## config.mk

```make
export PLATFORM = sky130hd
export DESIGN_NAME = gbs_pair_pipe
export DESIGN_NICKNAME = d
export VERILOG_FILES = /design/src/sv/gbs_pkg.sv /design/src/sv/gbs_pair_pipe.sv
export SDC_FILE = /design/constraint.sdc
export NUM_CORES = 2
export LEC_CHECK = 0
export BUFFER_PORTS_ARGS = -buffer_cell sky130_fd_sc_hd__clkbuf_2
export CORE_MARGIN = 2
export CORE_UTILIZATION = 40
export CTS_BUF_LIST = sky130_fd_sc_hd__clkbuf_2 sky130_fd_sc_hd__clkbuf_4 sky130_fd_sc_hd__clkbuf_8
export CTS_CLUSTER_SIZE = 30
export DETAILED_ROUTE_END_ITERATION = 7
export HOLD_SLACK_MARGIN = 0.12
export SYNTH_ARGS = -nofsm -noshare
export SYNTH_HDL_FRONTEND = slang
export SYNTH_SLANG_ARGS = --single-unit
```

## constraint.sdc

```tcl
create_clock -name clk -period 8.85 [get_ports clk]
set_input_delay 1.3275 -clock clk [delete_from_list [all_inputs] [get_ports clk]]
set_output_delay 1.3275 -clock clk [all_outputs]
set_load 0.02 [all_outputs]
```

## src/sv/gbs_pkg.sv

```systemverilog
// Shared types and constants for the greedy box suppression block.
// Used by greedy_box_suppression, gbs_pair_pipe and gbs_chk; no dependencies.
`default_nettype none

package gbs_pkg;

	localparam logic [8:0] THR_RESET = 9'd115;

	typedef struct packed {
		logic               first;
		logic signed [15:0] box_x;
		logic signed [15:0] box_y;
		logic        [14:0] box_width;
		logic        [14:0] box_height;
	} box_t;

	typedef struct packed {
		logic        keep;
		logic [15:0] box_index;
		logic [6:0]  kept_count;
		logic        overflow;
	} result_t;

	// one stored box with its precomputed area
	typedef struct packed {
		logic signed [15:0] x;
		logic signed [15:0] y;
		logic        [14:0] w;
		logic        [14:0] h;
		logic        [29:0] area;
	} entry_t;

	typedef enum logic [3:0] {
		ST_IDLE = 4'b0001,
		ST_AREA = 4'b0010,
		ST_SCAN = 4'b0100,
		ST_DONE = 4'b1000
	} state_t;

	typedef struct packed {
		logic area_mode;
		logic ent_valid;
	} pipe_ctl_t;

	typedef struct packed {
		logic active;
		logic hit;
	} pipe_stat_t;

endpackage

`default_nettype wire

```

## src/sv/gbs_pair_pipe.sv

```systemverilog
// Pairwise overlap test pipeline: one stored box against the current box per cycle.
// Holds the shared multiplier; depends on gbs_pkg.
`default_nettype none

module gbs_pair_pipe import gbs_pkg::*; (
	input  wire logic        clk,
	input  wire logic        arst_n,
	input  wire box_t        ref_box,
	input  wire logic [29:0] ref_area,
	input  wire logic [8:0]  thr,
	input  wire pipe_ctl_t   ctl,
	input  wire entry_t      ent,
	output logic [29:0]      area,
	output pipe_stat_t       stat
);

	function automatic logic [14:0] overlap_len(
		input logic signed [15:0] a0,
		input logic        [14:0] alen,
		input logic signed [15:0] b0,
		input logic        [14:0] blen
	);
		logic signed [16:0] ea;
		logic signed [16:0] eb;
		logic signed [16:0] lo;
		logic signed [16:0] hi;
		logic signed [17:0] diff;
		ea = 17'(a0) + $signed({2'b00, alen});
		eb = 17'(b0) + $signed({2'b00, blen});
		lo = (a0 > b0) ? 17'(a0) : 17'(b0);
		hi = (ea < eb) ? ea : eb;
		diff = 18'(hi) - 18'(lo);
		// a positive overlap never exceeds the shorter side
		overlap_len = (diff > 18'sd0) ? diff[14:0] : 15'd0;
	endfunction

	logic        v_s2, v_s3, v_s4, v_s5;
	logic [14:0] ox_s2, oy_s2;
	logic [29:0] aj_s2, aj_s3;
	logic [29:0] inter_s3, inter_s4, inter_s5;
	logic [30:0] uni_s4;
	logic [39:0] prod_s5;
	logic [14:0] mul_a, mul_b;
	logic [29:0] mul_p;

	// shared multiplier: box area while setting up, pair intersection while scanning
	always_comb begin
		mul_a = ctl.area_mode ? ref_box.box_width  : ox_s2;
		mul_b = ctl.area_mode ? ref_box.box_height : oy_s2;
		mul_p = mul_a * mul_b;
	end

	assign area = mul_p;

	always_ff @(posedge clk or negedge arst_n) begin
		if (!arst_n) begin
			v_s2 <= 1'b0;
			v_s3 <= 1'b0;
			v_s4 <= 1'b0;
			v_s5 <= 1'b0;
		end else begin
			v_s2 <= ctl.ent_valid;
			v_s3 <= v_s2;
			v_s4 <= v_s3;
			v_s5 <= v_s4;
		end
	end

	always_ff @(posedge clk) begin
		ox_s2    <= overlap_len(ref_box.box_x, ref_box.box_width, ent.x, ent.w);
		oy_s2    <= overlap_len(ref_box.box_y, ref_box.box_height, ent.y, ent.h);
		aj_s2    <= ent.area;
		inter_s3 <= mul_p;
		aj_s3    <= aj_s2;
		uni_s4   <= 31'(ref_area) + 31'(aj_s3) - 31'(inter_s3);
		inter_s4 <= inter_s3;
		prod_s5  <= 40'(thr) * 40'(uni_s4);
		inter_s5 <= inter_s4;
	end

	always_comb begin
		stat.active = v_s2 | v_s3 | v_s4 | v_s5;
		stat.hit    = v_s5 && ({2'b00, inter_s5, 8'h00} > prod_s5);
	end

endmodule

`default_nettype wire

```

==> impl_metrics.env <==
export IMPL_dieHeight_um=281
export IMPL_ant_nets=0
export IMPL_path_clk_slew_ns=0.06
export IMPL_wire_per_inst_um=16.2
export IMPL_ys_ff_latch=255
export IMPL_crit_path_end_kind="output port"
export IMPL_route_detailed_drc=0
export IMPL_syn_num_nets=4382
export IMPL_drive_gt1_frac=0.154
export IMPL_arrival_ns=7.39
export IMPL_cpPeakStageDelay_ns=0.57
export IMPL_place_area_mm2=0.0336
export IMPL_hpwl_mm=64.9
export IMPL_fin_area_mm2=0.0353
export IMPL_clk_latency_ns=0.62
export IMPL_maxCapViolCount=0
export IMPL_layout_common_cells="inv_1 (613), fa_1 (402), nand2_1 (377)"
export IMPL_worstSetupPathType="in2out"
export IMPL_clockBufferDepth=3
export IMPL_grt_pass1_wl_mm=125
export IMPL_port_buffers=228
export IMPL_num_rows=101
export IMPL_area_delta_synth_final_pct=15.1
export IMPL_grt_pass1_vias=24400
export IMPL_fin_nets=4705
export IMPL_outcome="completed"
export IMPL_grt_antenna_before_repair=2
export IMPL_crit_path_max_fanout=5
export IMPL_cts_buffers=44
export IMPL_cts_tree="done"
export IMPL_async_flop_share=0.0157
export IMPL_synth_edff_count=0
export IMPL_hold_violations=0
export IMPL_synthCells=3406
export IMPL_tightest_slew_ns=1.29
export IMPL_cp_slowest_cell="fa_1"
export IMPL_slew_headroom=0.136
export IMPL_start_util=0.404
export IMPL_io_pins=230
export IMPL_grt_usage=0.199
export IMPL_synth_distinct_cells=86
export IMPL_synth_avg_cell_area_um2=8.99
export IMPL_coreArea_mm2=0.0758
export IMPL_reg2reg_slack_ns=2.87
export IMPL_layout_commonest_cell="inv_1"
export IMPL_start_kind="input pin"
export IMPL_firstDrtPassIters=5
export IMPL_maxSlewViolCount=0
export IMPL_cts_sinks=255
export IMPL_finalSetupViolations=0
export IMPL_critPathMostFrequentCell="fa_1"
export IMPL_finClkSkew_ns=0.0253
export IMPL_hold_class="reg2reg"
export IMPL_grt_overflow=0
export IMPL_die_area_mm2=0.0788
export IMPL_drt_iter0_markers=1032
export IMPL_netlist_area_mm2=0.0306
export IMPL_clock_fmax_mhz=115
export IMPL_htreeDepth=2
export IMPL_seq_area_frac_synth=0.167
export IMPL_routed_via_density=4.95
export IMPL_die_x_um=281
export IMPL_synth_ff_type="dfxtp_1"
export IMPL_min_period_over_period=0.985
export IMPL_gp_congestion=0.871
export IMPL_root_buffer="clkbuf_8"
export IMPL_min_period_ns=8.72
export IMPL_utilization=0.465
export IMPL_grt_start_max_net_pins=32
export IMPL_critPathRequiredTime_ns=7.52
export IMPL_wl_mm=77.0
export IMPL_yosys_warnings=0
export IMPL_vias=23500
-- area by class of cell --
| type | count | area, um2 |
|---|---|---|
| diodes | 1 | 2.50 |
| repair buffers | 372 | 2450 |
| clock buffers | 60 | 769 |
| clock inverters | 18 | 249 |
| multi-input cells | 2439 | 23100 |
| inverters | 617 | 2320 |
| well taps | 978 | 1220 |
| flip-flops and latches | 255 | 5120 |
| fillers | 7411 | 40600 |
-- synth_stat cells (22+ instances only) --
master      n  share of area
nor2b_1    22         0.0045
nand2b_1   25         0.0051
fa_1      407           0.27
o21ai_0    78          0.013
mux2i_1    69          0.023
nor2_1    193          0.024
xnor2_1   107          0.031
a21o_1     90          0.022
dfxtp_1   251           0.16
nand3_1    28         0.0046
clkbuf_1   83          0.010
nand4_1    25         0.0051
o21bai_1   23         0.0056
nor3_1     25         0.0041
nand2_1   384          0.047
a21oi_1   157          0.026
mux2_2     43          0.016
inv_1     617          0.076
o21a_1     34         0.0083
xor2_1     47          0.013
and2_1    117          0.024
ha_1      371           0.15
-- path summary, 6_finish.rpt --
kind / start / to / cells past startpoint
min: inter_s4[3]$_DFF_P_ / inter_s5[3]$_DFF_P_ / 0
max reg2reg: oy_s2[2]$_SDFF_PP0_ / inter_s3[27]$_DFF_P_ / 22
min in group asynchronous: arst_n / v_s2$_DFF_PN0_ / 1
max in group asynchronous: arst_n / v_s4$_DFF_PN0_ / 1
max: ctl[1] / area[27] / 25
min reg2reg: inter_s4[3]$_DFF_P_ / inter_s5[3]$_DFF_P_ / 0
-- timing repair --
action	4_1_cts	5_1_grt
resized for setup	41	59
pin swaps	5	35
hold buffers	0	0
setup endpoints to repair	8	10
setup buffers	1	12
gates cloned	1	2
-- routing by layer --
metal | track usage | wire [um] | vias up
met2 | 0.347 | 37300 | 523
li1 | - | - | 11600
met5 | 0 | 7 | -
met3 | 0.0295 | 3860 | 87
met4 | 0.0473 | 1560 | 2
met1 | 0.260 | 34300 | 11300
-- cells by family (layout without fill, tap and decap cells) --
kind of cell | Yosys count | in the layout | synth area share
buffers and inverters | 712 | 1067 | 0.0887
adders and majority gates | 779 | 779 | 0.418
AOI/OAI and AO/OA | 508 | 508 | 0.110
xor gates and xnor gates | 154 | 154 | 0.0441
DFF | 255 | 255 | 0.167
and+or+nand+nor | 884 | 884 | 0.133
other | 0 | 1 | 0
muxes | 114 | 114 | 0.0394
-- per-stage QoR --
step                      hold WS (ns)  setup slack (ns)  std cells  setup TNS, ns
after global routing             0.330           -0.0425       4740        -0.0539
final                            0.319             0.132       4740              0
after global placement           0.310            -0.164       4645         -0.638
after floorplan                  0.310            0.0318       3406              0
after detailed placement         0.312            -0.199       4645         -0.846
after CTS                        0.323            0.0167       4725              0
-- state kept, by name, summed over array words and instances (netlist names) --
signal    flops
inter_s4     30
ox_s2        15
v_s5          1
aj_s2        30
oy_s2        15
v_s4          1
aj_s3        30
inter_s3     30
prod_s5      40
uni_s4       31
v_s2          1
v_s3          1
inter_s5     30
-- critical path, delay by kind of cell --
kind	cells	cell delay [ns]
AO/OA/AOI/OAI	4	0.74
buffers and inverters	8	0.87
XOR/XNOR	1	0.14
multiplexers	1	0.34
adder cells (fa/ha/maj)	7	3.27
AND/OR/NAND/NOR	4	0.68
Power is left out: the tool's default activity adds up to more than one toggle a clock period on the data nets, which glitch-free logic cannot reach.
